`src/utf8wt_pkg.sv`:
```
// Shared types, constants and helper functions of the UTF-8 word tokenizer.
package utf8wt_pkg;

  // Sizing of the hold buffer, the counters and the command queue.
  localparam int HOLD_DEPTH  = 8;
  localparam int COUNT_WIDTH = 32;
  localparam int QUEUE_DEPTH = 4;

  localparam int HC_W   = $clog2(HOLD_DEPTH + 1);
  localparam int IDX_W  = $clog2(HOLD_DEPTH);
  localparam int QPTR_W = $clog2(QUEUE_DEPTH);

  localparam logic [HC_W-1:0]   HC_FULL   = HC_W'(HOLD_DEPTH);
  localparam logic [HC_W-1:0]   HC_ONE    = HC_W'(1);
  localparam logic [QPTR_W-1:0] QPTR_ONE  = QPTR_W'(1);
  localparam logic [QPTR_W:0]   QCNT_ONE  = (QPTR_W + 1)'(1);
  localparam logic [QPTR_W:0]   QCNT_FULL = (QPTR_W + 1)'(QUEUE_DEPTH);

  // Result kinds on the output channel.
  localparam logic [1:0] KIND_BYTE  = 2'd0;
  localparam logic [1:0] KIND_MARK  = 2'd1;
  localparam logic [1:0] KIND_STATS = 2'd2;

  // Bytes of the UTF-8 dashes E2 80 93 / 94 / 95.
  localparam logic [7:0] DASH_LEAD  = 8'hE2;
  localparam logic [7:0] DASH_MID   = 8'h80;
  localparam logic [7:0] DASH_EN    = 8'h93;
  localparam logic [7:0] DASH_EM    = 8'h94;
  localparam logic [7:0] DASH_BAR   = 8'h95;
  localparam logic [1:0] CONT_TAG   = 2'b10;

  // Token phase: outside, no code point yet, one code point, kept.
  typedef enum logic [1:0] {
    PH_OUT,
    PH_NONE,
    PH_ONE,
    PH_KEPT
  } phase_e;

  // Front sequencer: streaming, end-of-text tail, token end, statistics.
  typedef enum logic [1:0] {
    FS_RUN,
    FS_TAIL,
    FS_END,
    FS_STATS
  } fstate_e;

  // Commands from the front to the back.
  typedef enum logic [2:0] {
    OP_STORE,
    OP_OVF,
    OP_EMIT,
    OP_FLUSH,
    OP_MARK,
    OP_STATS
  } cmd_op_e;

  typedef struct packed {
    cmd_op_e         op;
    logic [7:0]      data;
    logic [HC_W-1:0] count;   // Hold index for a store, held length for a flush.
    logic            starts;  // Byte starts a code point.
    logic            last;    // Final result of this command ends the input's run.
  } cmd_t;

  function automatic logic is_boundary(logic [7:0] c);
    logic r;
    r = (c == 8'h20) || (c >= 8'h09 && c <= 8'h0D) ||
        (c >= 8'h21 && c <= 8'h2F) || (c >= 8'h3A && c <= 8'h40) ||
        (c >= 8'h5B && c <= 8'h60) || (c >= 8'h7B && c <= 8'h7E);
    return r;
  endfunction

  function automatic logic [7:0] lower_ascii(logic [7:0] c);
    logic [7:0] r;
    r = (c >= 8'h41 && c <= 8'h5A) ? (c + 8'h20) : c;
    return r;
  endfunction

  function automatic logic is_dash(logic [7:0] b0, logic [7:0] b1, logic [7:0] b2);
    logic r;
    r = (b0 == DASH_LEAD) && (b1 == DASH_MID) &&
        ((b2 == DASH_EN) || (b2 == DASH_EM) || (b2 == DASH_BAR));
    return r;
  endfunction

  // Saturating add of a small increment.
  function automatic logic [COUNT_WIDTH-1:0] sat_add(logic [COUNT_WIDTH-1:0] x,
                                                     logic [1:0] k);
    logic [COUNT_WIDTH:0] s;
    s = {1'b0, x} + (COUNT_WIDTH + 1)'(k);
    return s[COUNT_WIDTH] ? {COUNT_WIDTH{1'b1}} : s[COUNT_WIDTH-1:0];
  endfunction

  // Clip a count to the 32-bit report field.
  function automatic logic [31:0] clip32(logic [COUNT_WIDTH-1:0] v);
    logic [63:0] w;
    w = 64'(v);
    return (w > 64'h0000_0000_FFFF_FFFF) ? 32'hFFFF_FFFF : w[31:0];
  endfunction

endpackage

```
`src/utf8wt_front.sv`:
```
// Front end: lookahead window, dash detection and token classification into commands.
module utf8wt_front (
  input  logic              clk_i,
  input  logic              rst_ni,
  input  logic              in_valid_i,
  output logic              in_ready_o,
  input  logic [7:0]        text_byte_i,
  input  logic              end_of_text_i,
  input  logic              full_i,
  output logic              push_o,
  output utf8wt_pkg::cmd_t  cmd_o
);

  utf8wt_pkg::fstate_e             state_q, state_d;
  utf8wt_pkg::phase_e              phase_q, phase_d;
  logic [utf8wt_pkg::HC_W-1:0]     hc_q, hc_d;
  logic [7:0]                      la0_q, la0_d, la1_q, la1_d;
  logic [1:0]                      la_cnt_q, la_cnt_d;
  logic [7:0]                      t0_q, t0_d, t1_q, t1_d, t2_q, t2_d;
  logic [1:0]                      tail_cnt_q, tail_cnt_d;

  logic       do_cls, do_end, last, dash, starts;
  logic [7:0] cls_byte, low_byte;

  // State registers.
  always_ff @(posedge clk_i or negedge rst_ni) begin
    if (!rst_ni) begin
      state_q    <= utf8wt_pkg::FS_RUN;
      phase_q    <= utf8wt_pkg::PH_OUT;
      hc_q       <= '0;
      la0_q      <= '0;
      la1_q      <= '0;
      la_cnt_q   <= '0;
      t0_q       <= '0;
      t1_q       <= '0;
      t2_q       <= '0;
      tail_cnt_q <= '0;
    end else begin
      state_q    <= state_d;
      phase_q    <= phase_d;
      hc_q       <= hc_d;
      la0_q      <= la0_d;
      la1_q      <= la1_d;
      la_cnt_q   <= la_cnt_d;
      t0_q       <= t0_d;
      t1_q       <= t1_d;
      t2_q       <= t2_d;
      tail_cnt_q <= tail_cnt_d;
    end
  end

  // Next state, window handling and command generation.
  always_comb begin
    state_d    = state_q;
    phase_d    = phase_q;
    hc_d       = hc_q;
    la0_d      = la0_q;
    la1_d      = la1_q;
    la_cnt_d   = la_cnt_q;
    t0_d       = t0_q;
    t1_d       = t1_q;
    t2_d       = t2_q;
    tail_cnt_d = tail_cnt_q;
    push_o     = 1'b0;
    cmd_o      = '0;
    do_cls     = 1'b0;
    do_end     = 1'b0;
    last       = 1'b0;
    cls_byte   = 8'h00;
    in_ready_o = (state_q == utf8wt_pkg::FS_RUN) && !full_i;
    dash       = (la_cnt_q == 2'd2) && utf8wt_pkg::is_dash(la0_q, la1_q, text_byte_i);

    unique case (state_q)
      utf8wt_pkg::FS_RUN: begin
        if (in_valid_i && in_ready_o) begin
          if (!end_of_text_i) begin
            last = 1'b1;
            if (la_cnt_q == 2'd2) begin
              if (dash) begin
                do_end   = 1'b1;
                la_cnt_d = 2'd0;
              end else begin
                do_cls   = 1'b1;
                cls_byte = la0_q;
                la0_d    = la1_q;
                la1_d    = text_byte_i;
              end
            end else if (la_cnt_q == 2'd1) begin
              la1_d    = text_byte_i;
              la_cnt_d = 2'd2;
            end else begin
              la0_d    = text_byte_i;
              la_cnt_d = 2'd1;
            end
          end else begin
            // End of text: the window drains through the tail sequence unless a dash closes it.
            la_cnt_d = 2'd0;
            la0_d    = 8'h00;
            la1_d    = 8'h00;
            if (dash) begin
              do_end     = 1'b1;
              tail_cnt_d = 2'd0;
              state_d    = utf8wt_pkg::FS_END;
            end else begin
              state_d = utf8wt_pkg::FS_TAIL;
              if (la_cnt_q == 2'd2) begin
                t0_d       = la0_q;
                t1_d       = la1_q;
                t2_d       = text_byte_i;
                tail_cnt_d = 2'd3;
              end else if (la_cnt_q == 2'd1) begin
                t0_d       = la0_q;
                t1_d       = text_byte_i;
                tail_cnt_d = 2'd2;
              end else begin
                t0_d       = text_byte_i;
                tail_cnt_d = 2'd1;
              end
            end
          end
        end
      end
      utf8wt_pkg::FS_TAIL: begin
        if (!full_i) begin
          do_cls     = 1'b1;
          cls_byte   = t0_q;
          t0_d       = t1_q;
          t1_d       = t2_q;
          tail_cnt_d = tail_cnt_q - 2'd1;
          if (tail_cnt_q == 2'd1) begin
            state_d = utf8wt_pkg::FS_END;
          end
        end
      end
      utf8wt_pkg::FS_END: begin
        if (!full_i) begin
          push_o = 1'b1;
          if (phase_q == utf8wt_pkg::PH_KEPT) begin
            cmd_o.op = utf8wt_pkg::OP_MARK;
            state_d  = utf8wt_pkg::FS_STATS;
          end else begin
            cmd_o.op   = utf8wt_pkg::OP_STATS;
            cmd_o.last = 1'b1;
            state_d    = utf8wt_pkg::FS_RUN;
          end
          phase_d = utf8wt_pkg::PH_OUT;
          hc_d    = '0;
        end
      end
      utf8wt_pkg::FS_STATS: begin
        if (!full_i) begin
          push_o     = 1'b1;
          cmd_o.op   = utf8wt_pkg::OP_STATS;
          cmd_o.last = 1'b1;
          state_d    = utf8wt_pkg::FS_RUN;
        end
      end
      default: begin
        state_d = utf8wt_pkg::FS_RUN;
      end
    endcase

    // Classification of one byte against the token phase.
    starts   = (cls_byte[7:6] != utf8wt_pkg::CONT_TAG);
    low_byte = utf8wt_pkg::lower_ascii(cls_byte);
    if (do_cls && utf8wt_pkg::is_boundary(cls_byte)) begin
      do_end = 1'b1;
    end else if (do_cls) begin
      push_o       = 1'b1;
      cmd_o.data   = low_byte;
      cmd_o.starts = starts;
      cmd_o.last   = last;
      if (phase_q == utf8wt_pkg::PH_KEPT) begin
        cmd_o.op = utf8wt_pkg::OP_EMIT;
      end else if (starts && phase_q == utf8wt_pkg::PH_ONE) begin
        cmd_o.op    = utf8wt_pkg::OP_FLUSH;
        cmd_o.count = hc_q;
        hc_d        = '0;
        phase_d     = utf8wt_pkg::PH_KEPT;
      end else begin
        if (starts) begin
          phase_d = utf8wt_pkg::PH_ONE;
        end else if (phase_q == utf8wt_pkg::PH_OUT) begin
          phase_d = utf8wt_pkg::PH_NONE;
        end
        if (hc_q < utf8wt_pkg::HC_FULL) begin
          cmd_o.op    = utf8wt_pkg::OP_STORE;
          cmd_o.count = hc_q;
          hc_d        = hc_q + utf8wt_pkg::HC_ONE;
        end else begin
          cmd_o.op = utf8wt_pkg::OP_OVF;
        end
      end
    end

    // Token end: only a kept token shows a marker.
    if (do_end) begin
      if (phase_q == utf8wt_pkg::PH_KEPT) begin
        push_o     = 1'b1;
        cmd_o      = '0;
        cmd_o.op   = utf8wt_pkg::OP_MARK;
        cmd_o.last = last;
      end
      phase_d = utf8wt_pkg::PH_OUT;
      hc_d    = '0;
    end
  end

endmodule

```
`src/utf8wt_cmd_queue.sv`:
```
// Small command queue that decouples the front end from the back end.
module utf8wt_cmd_queue (
  input  logic              clk_i,
  input  logic              rst_ni,
  input  logic              push_i,
  input  utf8wt_pkg::cmd_t  push_cmd_i,
  output logic              full_o,
  input  logic              pop_i,
  output logic              empty_o,
  output utf8wt_pkg::cmd_t  head_o
);

  utf8wt_pkg::cmd_t              mem_q [utf8wt_pkg::QUEUE_DEPTH];
  logic [utf8wt_pkg::QPTR_W-1:0] wr_q, rd_q;
  logic [utf8wt_pkg::QPTR_W:0]   cnt_q;

  assign full_o  = (cnt_q == utf8wt_pkg::QCNT_FULL);
  assign empty_o = (cnt_q == '0);
  assign head_o  = mem_q[rd_q];

  // Pointers and fill count.
  always_ff @(posedge clk_i or negedge rst_ni) begin
    if (!rst_ni) begin
      wr_q  <= '0;
      rd_q  <= '0;
      cnt_q <= '0;
    end else begin
      if (push_i) begin
        wr_q <= wr_q + utf8wt_pkg::QPTR_ONE;
      end
      if (pop_i) begin
        rd_q <= rd_q + utf8wt_pkg::QPTR_ONE;
      end
      if (push_i && !pop_i) begin
        cnt_q <= cnt_q + utf8wt_pkg::QCNT_ONE;
      end else if (pop_i && !push_i) begin
        cnt_q <= cnt_q - utf8wt_pkg::QCNT_ONE;
      end
    end
  end

  // Entry storage.
  always_ff @(posedge clk_i) begin
    if (push_i) begin
      mem_q[wr_q] <= push_cmd_i;
    end
  end

endmodule

```
`src/utf8wt_back.sv`:
```
// Back end: hold buffer, word and code point counters and the output register.
module utf8wt_back (
  input  logic              clk_i,
  input  logic              rst_ni,
  input  logic              empty_i,
  input  utf8wt_pkg::cmd_t  head_i,
  output logic              pop_o,
  output logic              out_valid_o,
  input  logic              out_ready_i,
  output logic [1:0]        item_kind_o,
  output logic [7:0]        token_byte_o,
  output logic [31:0]       word_count_o,
  output logic [31:0]       char_count_o,
  output logic              hold_overflow_o,
  output logic              last_of_run_o
);

  logic [7:0]                         hold_q [utf8wt_pkg::HOLD_DEPTH];
  logic [utf8wt_pkg::HC_W-1:0]        flush_idx_q, flush_idx_d;
  logic [utf8wt_pkg::COUNT_WIDTH-1:0] words_q, words_d, chars_q, chars_d;
  logic                               ovf_q, ovf_d;
  logic                               out_valid_q;
  logic [1:0]                         kind_q, kind_d;
  logic [7:0]                         byte_q, byte_d;
  logic [31:0]                        wc_q, wc_d, cc_q, cc_d;
  logic                               hov_q, hov_d, last_q, last_d;
  logic                               can_emit, emit, hold_we;

  assign can_emit = !out_valid_q || out_ready_i;

  // Command execution, one result per cycle at most.
  always_comb begin
    pop_o       = 1'b0;
    emit        = 1'b0;
    hold_we     = 1'b0;
    flush_idx_d = flush_idx_q;
    words_d     = words_q;
    chars_d     = chars_q;
    ovf_d       = ovf_q;
    kind_d      = utf8wt_pkg::KIND_BYTE;
    byte_d      = 8'h00;
    wc_d        = 32'h0;
    cc_d        = 32'h0;
    hov_d       = 1'b0;
    last_d      = head_i.last;
    if (!empty_i) begin
      unique case (head_i.op)
        utf8wt_pkg::OP_STORE: begin
          pop_o   = 1'b1;
          hold_we = 1'b1;
        end
        utf8wt_pkg::OP_OVF: begin
          pop_o = 1'b1;
          ovf_d = 1'b1;
        end
        utf8wt_pkg::OP_EMIT: begin
          if (can_emit) begin
            emit   = 1'b1;
            pop_o  = 1'b1;
            byte_d = head_i.data;
            if (head_i.starts) begin
              chars_d = utf8wt_pkg::sat_add(chars_q, 2'd1);
            end
          end
        end
        utf8wt_pkg::OP_FLUSH: begin
          // Held bytes go out first, then the byte that kept the token.
          if (can_emit) begin
            emit = 1'b1;
            if (flush_idx_q < head_i.count) begin
              byte_d      = hold_q[flush_idx_q[utf8wt_pkg::IDX_W-1:0]];
              last_d      = 1'b0;
              flush_idx_d = flush_idx_q + utf8wt_pkg::HC_ONE;
            end else begin
              byte_d      = head_i.data;
              pop_o       = 1'b1;
              flush_idx_d = '0;
              words_d     = utf8wt_pkg::sat_add(words_q, 2'd1);
              chars_d     = utf8wt_pkg::sat_add(chars_q, 2'd2);
            end
          end
        end
        utf8wt_pkg::OP_MARK: begin
          if (can_emit) begin
            emit   = 1'b1;
            pop_o  = 1'b1;
            kind_d = utf8wt_pkg::KIND_MARK;
          end
        end
        utf8wt_pkg::OP_STATS: begin
          if (can_emit) begin
            emit    = 1'b1;
            pop_o   = 1'b1;
            kind_d  = utf8wt_pkg::KIND_STATS;
            wc_d    = utf8wt_pkg::clip32(words_q);
            cc_d    = utf8wt_pkg::clip32(chars_q);
            hov_d   = ovf_q;
            words_d = '0;
            chars_d = '0;
            ovf_d   = 1'b0;
          end
        end
        default: begin
          pop_o = 1'b1;
        end
      endcase
    end
  end

  // Control state and counters.
  always_ff @(posedge clk_i or negedge rst_ni) begin
    if (!rst_ni) begin
      flush_idx_q <= '0;
      words_q     <= '0;
      chars_q     <= '0;
      ovf_q       <= 1'b0;
      out_valid_q <= 1'b0;
    end else begin
      flush_idx_q <= flush_idx_d;
      words_q     <= words_d;
      chars_q     <= chars_d;
      ovf_q       <= ovf_d;
      if (emit) begin
        out_valid_q <= 1'b1;
      end else if (out_ready_i) begin
        out_valid_q <= 1'b0;
      end
    end
  end

  // Hold buffer writes.
  always_ff @(posedge clk_i) begin
    if (hold_we) begin
      hold_q[head_i.count[utf8wt_pkg::IDX_W-1:0]] <= head_i.data;
    end
  end

  // Output payload register.
  always_ff @(posedge clk_i) begin
    if (emit) begin
      kind_q <= kind_d;
      byte_q <= byte_d;
      wc_q   <= wc_d;
      cc_q   <= cc_d;
      hov_q  <= hov_d;
      last_q <= last_d;
    end
  end

  assign out_valid_o     = out_valid_q;
  assign item_kind_o     = kind_q;
  assign token_byte_o    = byte_q;
  assign word_count_o    = wc_q;
  assign char_count_o    = cc_q;
  assign hold_overflow_o = hov_q;
  assign last_of_run_o   = last_q;

endmodule

```
`src/utf8_word_tokenizer.sv`:
```
// A result passes through the command queue and the output register; a byte is classified only
// once two more bytes have arrived, as the dash lookahead needs them. Throughput: one byte per
// cycle while the queue has room; a kept token's held bytes leave one per cycle through the
// output register while it is not stalled, as the four-entry queue keeps taking input until
// full, then input stalls. End of text holds input off while the tail classifies each window
// byte (a closing dash skips it), then a kept open token's marker and statistics are queued.
// Reset is asynchronous and clears window, token state, counters, queue, not the hold buffer.
module utf8_word_tokenizer (
  input  logic        clk_i,
  input  logic        rst_ni,
  input  logic        in_valid_i,
  output logic        in_ready_o,
  input  logic [7:0]  text_byte_i,
  input  logic        end_of_text_i,
  output logic        out_valid_o,
  input  logic        out_ready_i,
  output logic [1:0]  item_kind_o,
  output logic [7:0]  token_byte_o,
  output logic [31:0] word_count_o,
  output logic [31:0] char_count_o,
  output logic        hold_overflow_o,
  output logic        last_of_run_o
);

  logic             push, full, pop, empty;
  utf8wt_pkg::cmd_t push_cmd, head_cmd;

  // Classification front end.
  utf8wt_front u_front (
    .clk_i        (clk_i),
    .rst_ni       (rst_ni),
    .in_valid_i   (in_valid_i),
    .in_ready_o   (in_ready_o),
    .text_byte_i  (text_byte_i),
    .end_of_text_i(end_of_text_i),
    .full_i       (full),
    .push_o       (push),
    .cmd_o        (push_cmd)
  );

  // Command queue between the two halves.
  utf8wt_cmd_queue u_queue (
    .clk_i     (clk_i),
    .rst_ni    (rst_ni),
    .push_i    (push),
    .push_cmd_i(push_cmd),
    .full_o    (full),
    .pop_i     (pop),
    .empty_o   (empty),
    .head_o    (head_cmd)
  );

  // Execution back end and output register.
  utf8wt_back u_back (
    .clk_i          (clk_i),
    .rst_ni         (rst_ni),
    .empty_i        (empty),
    .head_i         (head_cmd),
    .pop_o          (pop),
    .out_valid_o    (out_valid_o),
    .out_ready_i    (out_ready_i),
    .item_kind_o    (item_kind_o),
    .token_byte_o   (token_byte_o),
    .word_count_o   (word_count_o),
    .char_count_o   (char_count_o),
    .hold_overflow_o(hold_overflow_o),
    .last_of_run_o  (last_of_run_o)
  );

endmodule

```
`config.mk`:
```
export PLATFORM = sky130hd
export DESIGN_NAME = utf8_word_tokenizer
export DESIGN_NICKNAME = d
export VERILOG_FILES = /design/src/utf8wt_pkg.sv /design/src/utf8wt_front.sv /design/src/utf8wt_cmd_queue.sv /design/src/utf8wt_back.sv /design/src/utf8_word_tokenizer.sv
export SDC_FILE = /design/constraint.sdc
export NUM_CORES = 1
export LEC_CHECK = 0
export ABC_AREA = 0
export BUFFER_PORTS_ARGS = -buffer_cell sky130_fd_sc_hd__clkbuf_2
export CAP_MARGIN = 30
export CORE_ASPECT_RATIO = 0.8
export CORE_MARGIN = 2
export CORE_UTILIZATION = 55
export DETAILED_ROUTE_END_ITERATION = 12
export GPL_ROUTABILITY_DRIVEN = 0
export GPL_TIMING_DRIVEN = 0
export PLACE_DENSITY_LB_ADDON = 0.1
export SLEW_MARGIN = 20
export SYNTH_ARGS = -nofsm -noshare
export SYNTH_HDL_FRONTEND = slang
export SYNTH_SLANG_ARGS = --single-unit
export TNS_END_PERCENT = 1
```
`constraint.sdc`:
```
create_clock -name clk_i -period 4.4 [get_ports clk_i]
set_clock_uncertainty 0.15 [all_clocks]
set_input_delay 0.66 -clock clk_i [delete_from_list [all_inputs] [get_ports clk_i]]
set_output_delay 0.66 -clock clk_i [all_outputs]
set_load 0.03 [all_outputs]
```
# Yosys cells after proc, flatten, opt, wreduce, memory -nomap -nowiden
# Memories as Yosys holds them, arrays and structs flattened.
# Cells that the tools add are included.
[totals]
reg_bits = 205
ram_bits = 132
inputBits = 13
wordCells = 288
memories = 2
[op_classes]
addsub = 11
n_lt_le_gt_ge = 14
eq_ne = 36
n_mux = 143
bitwise_logic = 4
reduce_logical = 54
[mem_list]
columns = ["name", "depth", "word_bits", "rd", "rd_clocked_by_memory_dff", "write_ports", "line", "source"]
rows = [
  ["u_queue.mem_q", 4, 17, 1, 0, 1, "utf8wt_cmd_queue.sv:13", "utf8wt_pkg::cmd_t mem_q [utf8wt_pkg::QUEUE_DEPTH];"],
  ["u_back.hold_q", 8, 8, 1, 0, 1, "utf8wt_back.sv:18", "logic [7:0] hold_q [utf8wt_pkg::HOLD_DEPTH];"],
]
[ops]
columns = ["cell", "n"]
rows = [
  ["32-bit 2-to-1 mux", 10],
  ["8-bit 2-to-1 mux", 27],
  ["32-bit case mux with 3 select lines", 1],
  ["17-bit 2-to-1 mux", 4],
  ["32-bit by 1-bit adder with 33-bit output (second input constant)", 2],
  ["32-bit case mux with 2 select lines", 1],
  ["8-bit case mux with 2 select lines", 4],
  ["2-bit 2-to-1 mux", 27],
  ["4-bit 2-to-1 mux", 12],
  ["1-bit 2-to-1 mux", 43],
  ["8-bit == test (second input constant)", 5],
  ["32-bit by 2-bit adder with 33-bit output (second input constant)", 1],
  ["8-bit by 7-bit less-or-equal comparator with 1-bit output (second input constant)", 4],
  ["8-bit by 7-bit >= comparator with 1-bit output (second input constant)", 3],
  ["3-bit 2-to-1 mux", 6],
  ["2-bit != test (second input constant)", 9],
  ["8-bit by 6-bit >= comparator with 1-bit output (second input constant)", 2],
  ["1-bit logical AND", 15],
  ["5-bit AND reduction", 3],
  ["3-bit AND reduction", 4],
  ["6-bit AND reduction", 2],
  ["2-bit == test (second input constant)", 5],
  ["2-bit nonzero test", 5],
  ["3-bit == test (second input constant)", 3],
  ["33 further kinds", 64],
]

# Longest topological paths before layout
# Gate-level depths: netlist of the first run.
[depth]
word_depth = 25
ltp_mapped = 16

# Hierarchy
# A second synthesis of the first run with hierarchy kept.
[unflattened]
cells_unflattened = 1484
area_unflattened_um2 = 16808.6
[by_module_without_submodules]
columns = ["mod", "instances", "cells_each", "area_each_um2", "seq_area_each_um2"]
rows = [
  ["utf8wt_back", 1, 963, 10437.5, 5955.7],
  ["utf8wt_front", 1, 398, 3480.8, 1301.2],
  ["utf8wt_cmd_queue", 1, 123, 2890.3, 2217.1],
]

# Worst setup path after synthesis of the first run
# Ideal clock, no wire load.
[synth_timing]
path_kind = "input-to-reg"
startpoint = "in end_of_text_i"
endpoint = "reg u_queue.cnt_q[2] in the netlist's numbering"
setup_time_ns = 0.079
arrival_ns = 3.756
required_ns = 4.171
setup_slack_ns = 0.415
cell_stages = 14
cell_sequence = "nor4b_4 and4_1 o21ai_2 and2_4 or4_4 a41oi_4 and3_1 a221o_1 ha_1 inv_1 fa_1 xor2_1 nor2_1 xor2_1"
[synth_via]
elab_chain_cells = 17
elab_cells_between_ends = 41
classes_between = "order compare (10); eq/ne (1); mux (15); reduce/logical (15)"
[synth_rtl]
columns = ["element", "line", "source"]
rows = [
  ["start, declared", "utf8_word_tokenizer.sv:14", "input logic end_of_text_i,"],
  ["8-bit 2-to-1 mux", "utf8wt_front.sv:76", "if (!end_of_text_i) begin"],
  ["8-bit 2-to-1 mux", "utf8wt_front.sv:75", "if (in_valid_i && in_ready_o) begin"],
  ["8-bit case mux with 2 select lines", "utf8wt_front.sv:73", "unique case (state_q)"],
  ["8-bit by 4-bit >= comparator with 1-bit output / 8-bit by 4-bit less-or-equal comparator with 1-bit output (equally long branches)", "utf8wt_pkg.sv:68", "r = (c == 8'h20) || (c >= 8'h09 && c <= 8'h0D) ||"],
  ["1-bit logical AND", "utf8wt_pkg.sv:68", ""],
  ["1-bit logical OR (2 in series)", "utf8wt_pkg.sv:68", ""],
  ["1-bit logical OR (2 in series)", "utf8wt_pkg.sv:69", "(c >= 8'h21 && c <= 8'h2F) || (c >= 8'h3A && c <= 8'h40) ||"],
  ["1-bit logical OR", "utf8wt_pkg.sv:70", "(c >= 8'h5B && c <= 8'h60) || (c >= 8'h7B && c <= 8'h7E);"],
  ["1-bit logical AND", "utf8wt_front.sv:166", "if (do_cls && utf8wt_pkg::is_boundary(cls_byte)) begin"],
  ["1-bit 2-to-1 mux", "utf8wt_front.sv:166", ""],
  ["1-bit 2-to-1 mux", "utf8wt_front.sv:198", "if (phase_q == utf8wt_pkg::PH_KEPT) begin"],
  ["1-bit 2-to-1 mux *", "utf8wt_front.sv:197", "if (do_end) begin"],
  ["net push", "utf8_word_tokenizer.sv:25", "logic push, full, pop, empty;"],
  ["1-bit logical NOT", "utf8wt_cmd_queue.sv:36", "end else if (pop_i && !push_i) begin"],
  ["1-bit logical AND", "utf8wt_cmd_queue.sv:36", ""],
  ["2-bit nonzero test (no line)", "-", ""],
  ["end signal, assigned", "utf8wt_cmd_queue.sv:35", "cnt_q <= cnt_q + utf8wt_pkg::QCNT_ONE;"],
  ["end signal, assigned", "utf8wt_cmd_queue.sv:37", "cnt_q <= cnt_q - utf8wt_pkg::QCNT_ONE;"],
  ["end, declared", "utf8wt_cmd_queue.sv:15", "logic [utf8wt_pkg::QPTR_W:0] cnt_q;"],
]
# Mark *: on every way through the listed nets, which the timed path passes. The rest lies on a longest branch.
# A chain may end at the register's enable or synchronous reset.

# Worst setup path in the final report of the first run
[layout_timing]
startpoint = "reg u_front.la0_q[5]"
endpoint = "reg u_queue.cnt_q[1] in the netlist's numbering"
[layout_via]
elab_chain_cells = 23
elab_cells_between_ends = 51
classes_between = "order compare (10); eq/ne (2); mux (21); reduce/logical (18)"
[layout_rtl]
columns = ["element", "line", "source"]
rows = [
  ["start, declared", "utf8wt_front.sv:17", "logic [7:0] la0_q, la0_d, la1_q, la1_d;"],
  ["start signal, assigned", "utf8wt_front.sv:42", "la0_q <= la0_d;"],
  ["8-bit == test", "utf8wt_pkg.sv:82", "r = (b0 == DASH_LEAD) && (b1 == DASH_MID) &&"],
  ["1-bit logical AND (2 in series)", "utf8wt_pkg.sv:82", ""],
  ["1-bit logical AND", "utf8wt_front.sv:71", "dash = (la_cnt_q == 2'd2) && utf8wt_pkg::is_dash(la0_q, la1_q, text_byte_i);"],
  ["8-bit 2-to-1 mux", "utf8wt_front.sv:79", "if (dash) begin"],
  ["8-bit 2-to-1 mux", "utf8wt_front.sv:78", "if (la_cnt_q == 2'd2) begin"],
  ["8-bit 2-to-1 mux", "utf8wt_front.sv:76", ""],
  ["8-bit 2-to-1 mux", "utf8wt_front.sv:75", ""],
  ["8-bit case mux with 2 select lines", "utf8wt_front.sv:73", ""],
  ["[... 7 more ...]", "-", ""],
  ["1-bit logical AND", "utf8wt_front.sv:166", ""],
  ["1-bit 2-to-1 mux", "utf8wt_front.sv:166", ""],
  ["1-bit 2-to-1 mux", "utf8wt_front.sv:198", ""],
  ["1-bit 2-to-1 mux *", "utf8wt_front.sv:197", ""],
  ["net push", "utf8_word_tokenizer.sv:25", ""],
  ["1-bit logical NOT", "utf8wt_cmd_queue.sv:36", ""],
  ["1-bit logical AND", "utf8wt_cmd_queue.sv:36", ""],
  ["2-bit nonzero test (no line)", "-", ""],
]
# Marks and branches as above.

==> results of run 1 <==
==> flip-flops by register name, indices dropped and copies added, names as in the netlist, 8 cells and up <==
name and flops:
u_back.char_count_o 32, u_back.hold_q 64, u_back.token_byte_o 8, u_front.la1_q 8
u_back.words_q 32, u_queue.mem_q 68, u_back.word_count_o 32, u_back.chars_q 32
u_front.t0_q 8, u_front.t2_q 8, u_front.t1_q 8, u_front.la0_q 8
==> layout make-up <==
cell class              count  area, um^2  share of cell area, %
multi-input cells         994        6420                   34.7
repair buffers             97         552                   2.99
flip-flops and latches    337        9470                   51.3
clock inverters            15         134                  0.724
clock buffers              46         948                   5.13
plain buffers              84         328                   1.77
well taps                 377         472                   2.55
inverters                  42         158                  0.853
==> cells by family (layout without fill, tap and decap cells) <==
| group | count (synthesis) | count (layout) | share of synthesized area (%) |
|---|---|---|---|
| AOI/OAI and AO/OA | 381 | 381 | 14.3 |
| xor gates and xnor gates | 29 | 29 | 1.55 |
| adders and majority gates | 18 | 18 | 1.42 |
| buffers and inverters | 126 | 284 | 2.94 |
| DFF | 337 | 337 | 58.0 |
| muxes | 61 | 61 | 6.36 |
| and+or+nand+nor | 505 | 505 | 15.5 |
==> timing repair <==
| item | CTS | global route |
|---|---|---|
| hold endpoints to repair | 40 | 0 |
| pin swaps | 1 | 0 |
| gates resized for setup | 7 | 9 |
| hold buffers | 1 | 0 |
| endpoints found under the setup margin | 118 | 64 |
| cloned | 0 | 0 |
| setup buffers | 1 | 0 |
==> critical path: cells and delay by family, from the launching register on <==
kind	cells	cell delay (ps)
buffers and inverters	1	90
AO/OA/AOI/OAI	4	1280
AND/OR/NAND/NOR	4	1250
adder cells (fa/ha/maj)	2	650
flip-flops	1	500
multiplexers	1	270
==> per-layer routing <==
| metal | GRT usage [%] | up-vias | part of all wire, % | wire [um] |
|---|---|---|---|---|
| met5 | 0 | - | 0 | 0 |
| met4 | 7.34 | 0 | 2.0 | 796 |
| met3 | 4.64 | 66 | 7.9 | 3080 |
| met2 | 38.5 | 499 | 44 | 17400 |
| met1 | 38.1 | 5997 | 46 | 17900 |
| li1 | - | 5676 | - | - |
==> final timing paths <==
| check | start | endpoint | slack [ps] |
|---|---|---|---|
| hold / removal | u_front.t1_q[7] | u_front.t1_q[7] | 340 |
| max in group asynchronous | rst_ni | u_front.la0_q[5] | 2830 |
| hold reg to reg | u_front.t1_q[7] | u_front.t1_q[7] | 340 |
| min in group asynchronous | rst_ni | u_back.chars_q[8] | 470 |
| setup reg to reg | u_front.la0_q[5] | u_queue.cnt_q[1] | 90 |
| setup / recovery | u_front.la0_q[5] | u_queue.cnt_q[1] | 90 |
==> where the power goes <==
part           total [mW]  switching, mW  internal [mW]  leakage [nW]
combinational        5.92           4.12           1.80          2.81
sequential           5.25          0.469           4.78          3.68
clock                2.84           1.20           1.64         0.532
total                14.0           5.79           8.22          7.02
==> placed cells by master (no fill, tap or decap), types with 5 or more instances in the layout <==
cell type / n
and3_1: 28
mux2i_1: 18
clkbuf_2: 92
edfxtp_1: 208
nand2_1: 128
buf_2: 5
nor3_1: 33
and2_1: 84
nor2b_1: 9
ha_1: 17
o31ai_1: 7
a22o_1: 18
nor2_1: 127
inv_1: 42
clkinv_1: 5
clkbuf_16: 36
nand4_1: 13
a31oi_1: 29
mux2_2: 9
a21o_1: 5
o21ai_0: 126
clkbuf_1: 77
dfrtp_1: 129
a21oi_1: 123
mux4_2: 33
and4_1: 5
o32a_1: 19
xnor2_1: 12
o211ai_1: 7
xor2_1: 17
buf_1: 9
nand3_1: 34
nor4_1: 6
clkinv_2: 6
==> metrics by stage <==
step                      TNS, ps  cell area, um^2
after floorplan                 0            16300
after global placement     -58860            17300
after detailed placement   -30350            17300
after CTS                       0            18500
after global routing         -266            18500
final                           0            18500
==> key figures, run 1 <==
Timing
  – Crit share post-route: between 90% and 100%
  – Setup Viol. Count Final: 0
  – RSZ-0062 raised after global routing: yes
  – Max-slew violation count: 0
  – Fin crit period: about 4300 ps
  – Max Freq: 0.232 GHz
  – Slew HR: between 30% and 40%
  – Worst hold margin: around 340 ps
  – Final WS setup: slightly below 90 ps
  – Fin. Hold Viols: 0
  – Actual slew at the worst max-slew pin: between 900 and 1000 ps

Global route
  – First-pass GRT wire length: 62.3 mm
  – Tot GR Track Use: between 20 and 30%
  – Vias in the first global route: 11700
  – Global route overflow: 0
  – Initial antenna violation count: 0
  – Largest net degree at the start of global routing: 90

Yosys
  – Yosys warning total: 0
  – Area contributors post-synth: edfxtp_1, dfrtp_1, mux4_2
  – Yosys top cell area share: between 30% and 40%
  – Syn Std Cell Area: 16300 um^2
  – Async SR Flop Fraction: a little under two fifths
  – Post-Synthesis Net Count: between 1000 and 1500
  – Commonest cells in the synthesized netlist: edfxtp_1, dfrtp_1, nand2_1
  – Syn Inst Count: roughly 1500
  – Synthesized area per cell: 11.2 um^2
  – Leading register cell type out of synthesis: edfxtp_1
  – Register area share after synthesis: roughly 58%
  – Count leader, synth: edfxtp_1
  – Synth cell types: 79
  – Post-synth EDFFs: approximately 210
  – Post-synth top area cell: edfxtp_1
  – Post-synthesis register bit count: between 300 and 400

Layout
  – Nets: approximately 1600
  – Diode count: 0
  – Area Overhead vs Synth: 13.1%
  – Non-filler cells, final: 1992
  – Layout cell share with drive strength beyond 1: between 10% and 20%
  – Fillers: between 2000 and 2500
  – Fin util: between 60 and 70%

Job
  – Max cap viols: 0

Worst hold path
  – Worst Hold Class: flop to flop
  – Hold path depth: 2

Clocking
  – Clock slew at reported path FFs: roughly 60 ps
  – CTS H-Tree Depth: 2
  – Clk_lat worst skew: 540 ps
  – Cts bufs inserted: 35
  – Clock Tree Root: clkbuf_16
  – CTS Sinks: about 340
  – Longest Clk Path Bufs: 3
  – TritonCTS clock tree: done

Routing
  – DRT Pass-1 Iters: 5
  – Drt initial violations: between 1000 and 1500
  – Drc violations: 0
  – Routed len/inst: just under 20 um
  – Final wirelength: between 30 and 40 mm
  – Vias per cell: around 6
  – Vias: ~12000
  – Post-route ant nets: 0

Placed design
  – Detailed Place HPWL: roughly 27 mm
  – # placed instances: roughly 1900
  – Port Buffer Count: 90
  – Pre-CTS setup slack: -406 ps

Power and ir drop
  – Pwr Total: about 14 mW
  – P_leak: between 7 and 8 nW
  – Maximum vdd drop: 0.686 mV
  – PD cells: about 760 nW/um^2

Worst setup path
  – Setup crit end kind: flop
  – CP Data Arrival Time: 4570 ps
  – Setup Crit Path Kind: flop to flop
  – WP data required: 4650 ps
  – CP Cell Sequence: nor4b_1 > nand4b_1 > or2_1 > a32oi_2 > o32ai_1 > a41oi_4 > nand3_2 > a221o_2 > ha_1 > inv_1 > fa_1 > mux2_2
  – Crit path largest cell delay: about 500 ps
  – Max FO, Critical Path: 9
  – CP max stage cell: dfrtp_1
  – R2R cell count: 12
  – CP Launch Type: flop

Floorplanning
  – Row count: 56
  – # IOs: 91
  – Core box area: just under 30000 um^2
  – Die area: around 31000 um^2
  – Initial Util: a little under three fifths
  – Die Width: roughly 200 um
  – Die Y: 158 um

Outcome
  – Outcome: complete, no violations
No activity file was read; power rests on OpenSTA's default activity.
==> run 2: changes to the inputs <==
--- a/config.mk
+++ b/config.mk
@@ -5,7 +5,7 @@
 export SDC_FILE = /design/constraint.sdc
 export NUM_CORES = 1
 export LEC_CHECK = 0
-export ABC_AREA = 0
+export ABC_AREA = 1
 export BUFFER_PORTS_ARGS = -buffer_cell sky130_fd_sc_hd__clkbuf_2
 export CAP_MARGIN = 30
 export CORE_ASPECT_RATIO = 0.8
==> key figures, run 2 <==
Clocking
  – CTS H-Tree Depth: 2
  – Cts bufs inserted: 35
  – Clock Tree Root: clkbuf_16
  – Longest Clk Path Bufs: 3
  – TritonCTS clock tree: done
  – Clk_lat worst skew: between 500 and 600 ps
  – Clock slew at reported path FFs: around 60 ps
  – CTS Sinks: around 340

Routing
  – DRT Pass-1 Iters: 6
  – Vias per cell: 5.72
  – Drc violations: 0
  – Vias: roughly 14000
  – Drt initial violations: between 1000 and 1500
  – Final wirelength: about 44 mm
  – Post-route ant nets: 0
  – Routed len/inst: between 15 and 20 um

Yosys
  – Post-Synthesis Net Count: around 1900
  – Register area share after synthesis: 55.3%
  – Syn Std Cell Area: approximately 17000 um^2
  – Async SR Flop Fraction: 38.3%
  – Area contributors post-synth: edfxtp_1, dfrtp_1, nor2_1
  – Synth cell types: between 60 and 70
  – Count leader, synth: nor2_1
  – Yosys top cell area share: about 36%
  – Synthesized area per cell: roughly 9 um^2
  – Post-synth top area cell: edfxtp_1
  – Yosys warning total: 0
  – Syn Inst Count: about 1900
  – Post-synth EDFFs: ~210
  – Leading register cell type out of synthesis: edfxtp_1
  – Commonest cells in the synthesized netlist: nor2_1, nand2_1, o21ai_0
  – Post-synthesis register bit count: 337

Timing
  – Actual slew at the worst max-slew pin: 920 ps
  – Setup Viol. Count Final: 0
  – Fin crit period: approximately 3800 ps
  – Max-slew violation count: 0
  – Crit share post-route: between 80% and 90%
  – Slew HR: 38.7%
  – Max Freq: between 0.2 and 0.3 GHz
  – Final WS setup: a little under 600 ps
  – Fin. Hold Viols: 0
  – RSZ-0062 raised after global routing: no
  – Worst hold margin: roughly 210 ps
  – Sum Neg Setup Slack: 0 ps

Worst setup path
  – WP data required: about 4700 ps
  – Setup crit end kind: flop
  – CP max stage cell: fa_1
  – CP Data Arrival Time: approximately 4100 ps
  – CP Launch Type: flop
  – Setup Crit Path Kind: flop to flop
  – Crit path largest cell delay: 430 ps
  – R2R Setup Slk: a little under 600 ps
  – Max FO, Critical Path: 10
  – CP Cell Sequence: buf_2 > buf_4 > clkbuf_1 > nand2_1 > a32o_1 > ha_1 > a21oi_1 > nand2_1 > o221ai_1 > ha_1 > inv_1 > fa_1 > a21oi_1 > o21ai_0 > xnor2_1

Power and ir drop
  – Maximum vdd drop: 0.411 mV
  – P_leak: approximately 7.9 nW
  – Pwr Total: 16.5 mW
  – PD cells: about 850 nW/um^2

Global route
  – First-pass GRT wire length: ~70 mm
  – Initial antenna violation count: 0
  – Vias in the first global route: ~13000
  – Largest net degree at the start of global routing: 77
  – Tot GR Track Use: between 20% and 30%
  – Global route overflow: 0

Floorplanning
  – # IOs: 91
  – Initial Util: between 50% and 60%
  – Die area: around 33000 um^2
  – Die Width: about 200 um
  – Die Y: around 160 um
  – Row count: 57
  – Core box area: roughly 31000 um^2

Outcome
  – Outcome: complete, no violations

Placed design
  – Pre-CTS setup slack: 194 ps
  – Port Buffer Count: 89
  – Detailed Place HPWL: 31.7 mm

Layout
  – Biggest register: u_queue.mem_q
  – Fin util: 63.6%
  – Most frequent cells in the layout: nor2_1, nand2_1, o21ai_0
  – Number of flip-flops in the largest register: 68
  – Nets: between 2000 and 2500
  – Commonest non-fill, non-tap cell in the layout: nor2_1
  – Area Overhead vs Synth: 13.3%
  – Diode count: 0
  – Layout cell share with drive strength beyond 1: about an eighth

Job
  – Max cap viols: 0

Worst hold path
  – Worst Hold Class: input pin to flop
[run 2: cell types whose count changed after synthesis, moves of 19 or more]
cell,before,now
nor2_1,127,297
clkbuf_1,71,40
o32a_1,19,0
inv_1,42,190
nand3_1,34,55
a21oi_1,124,49
xor2_1,17,59
and2_1,86,6
nand2_1,128,285
mux4_2,33,0
o22ai_1,2,33
o21ai_0,127,219
and3_1,28,1
[run 2: per-stage QoR]
step                      std cells  cell area, um^2
after floorplan                1865            17100
after global placement         2367            18100
after detailed placement       2374            18200
after CTS                      2438            19400
after global routing           2437            19400
final                          2437            19400
[run 2: worst max-delay path, delay by kind of cell, from the launching register on]
family          cells  cell delay, ps
fa+ha+maj           3             940
compound gates      5            1060
xor+xnor            1             140
flops               1             320
buf+inv             4             880
simple gates        2             210
[run 2: routing by layer]
metal	global-route usage, %	up-vias	wire (um)
met2	40.9	632	19000
li1	-	6603	-
met4	7.99	0	978
met1	40.5	6610	19800
met3	5.16	88	4020
met5	0	-	0
[run 2: final timing paths]
check / from / end / cells after the start
max: u_queue.rd_q[0] / u_queue.cnt_q[2] / 15
min: text_byte_i[6] / u_front.t2_q[6] / 3
max reg2reg: u_queue.rd_q[0] / u_queue.cnt_q[2] / 15
min reg2reg: u_front.t0_q[1] / u_front.t0_q[1] / 2
max in group asynchronous: rst_ni / u_front.hc_q[0] / 3
min in group asynchronous: rst_ni / u_back.chars_q[2] / 2
[run 2: logic make-up after synthesis]
group,synth area share [%]
AO/OA/AOI/OAI,13.9
XOR/XNOR,3.12
adder cells (fa/ha/maj),1.36
buffers and inverters,6.37
flip-flops,55.3
multiplexers,0.124
AND/OR/NAND/NOR,19.8
[run 2: area by class of cell]
type	count	area (um^2)
fill	2561	11100
tap	413	517
buffer	65	290
clock buffer	47	993
timing repair buffer	97	577
sequential	337	9470
multi-input combinational	1250	6580
clock inverter	16	178
inverter	212	798
[run 2: repair_timing]
action | CTS | global route
hold buffers | 1 | 0
endpoints found under the setup margin | 0 | 1
resized for setup | 0 | 1
buffers inserted | 0 | 0
endpoints found under the hold margin | 53 | 0
[run 2: power breakdown]
group / internal, mW / leakage (nW) / switching [mW]
Combinational: 2.19 / 3.80 / 5.62
Clock: 1.82 / 0.576 / 1.22
Sequential: 5.01 / 3.56 / 0.597
Total: 9.02 / 7.94 / 7.43
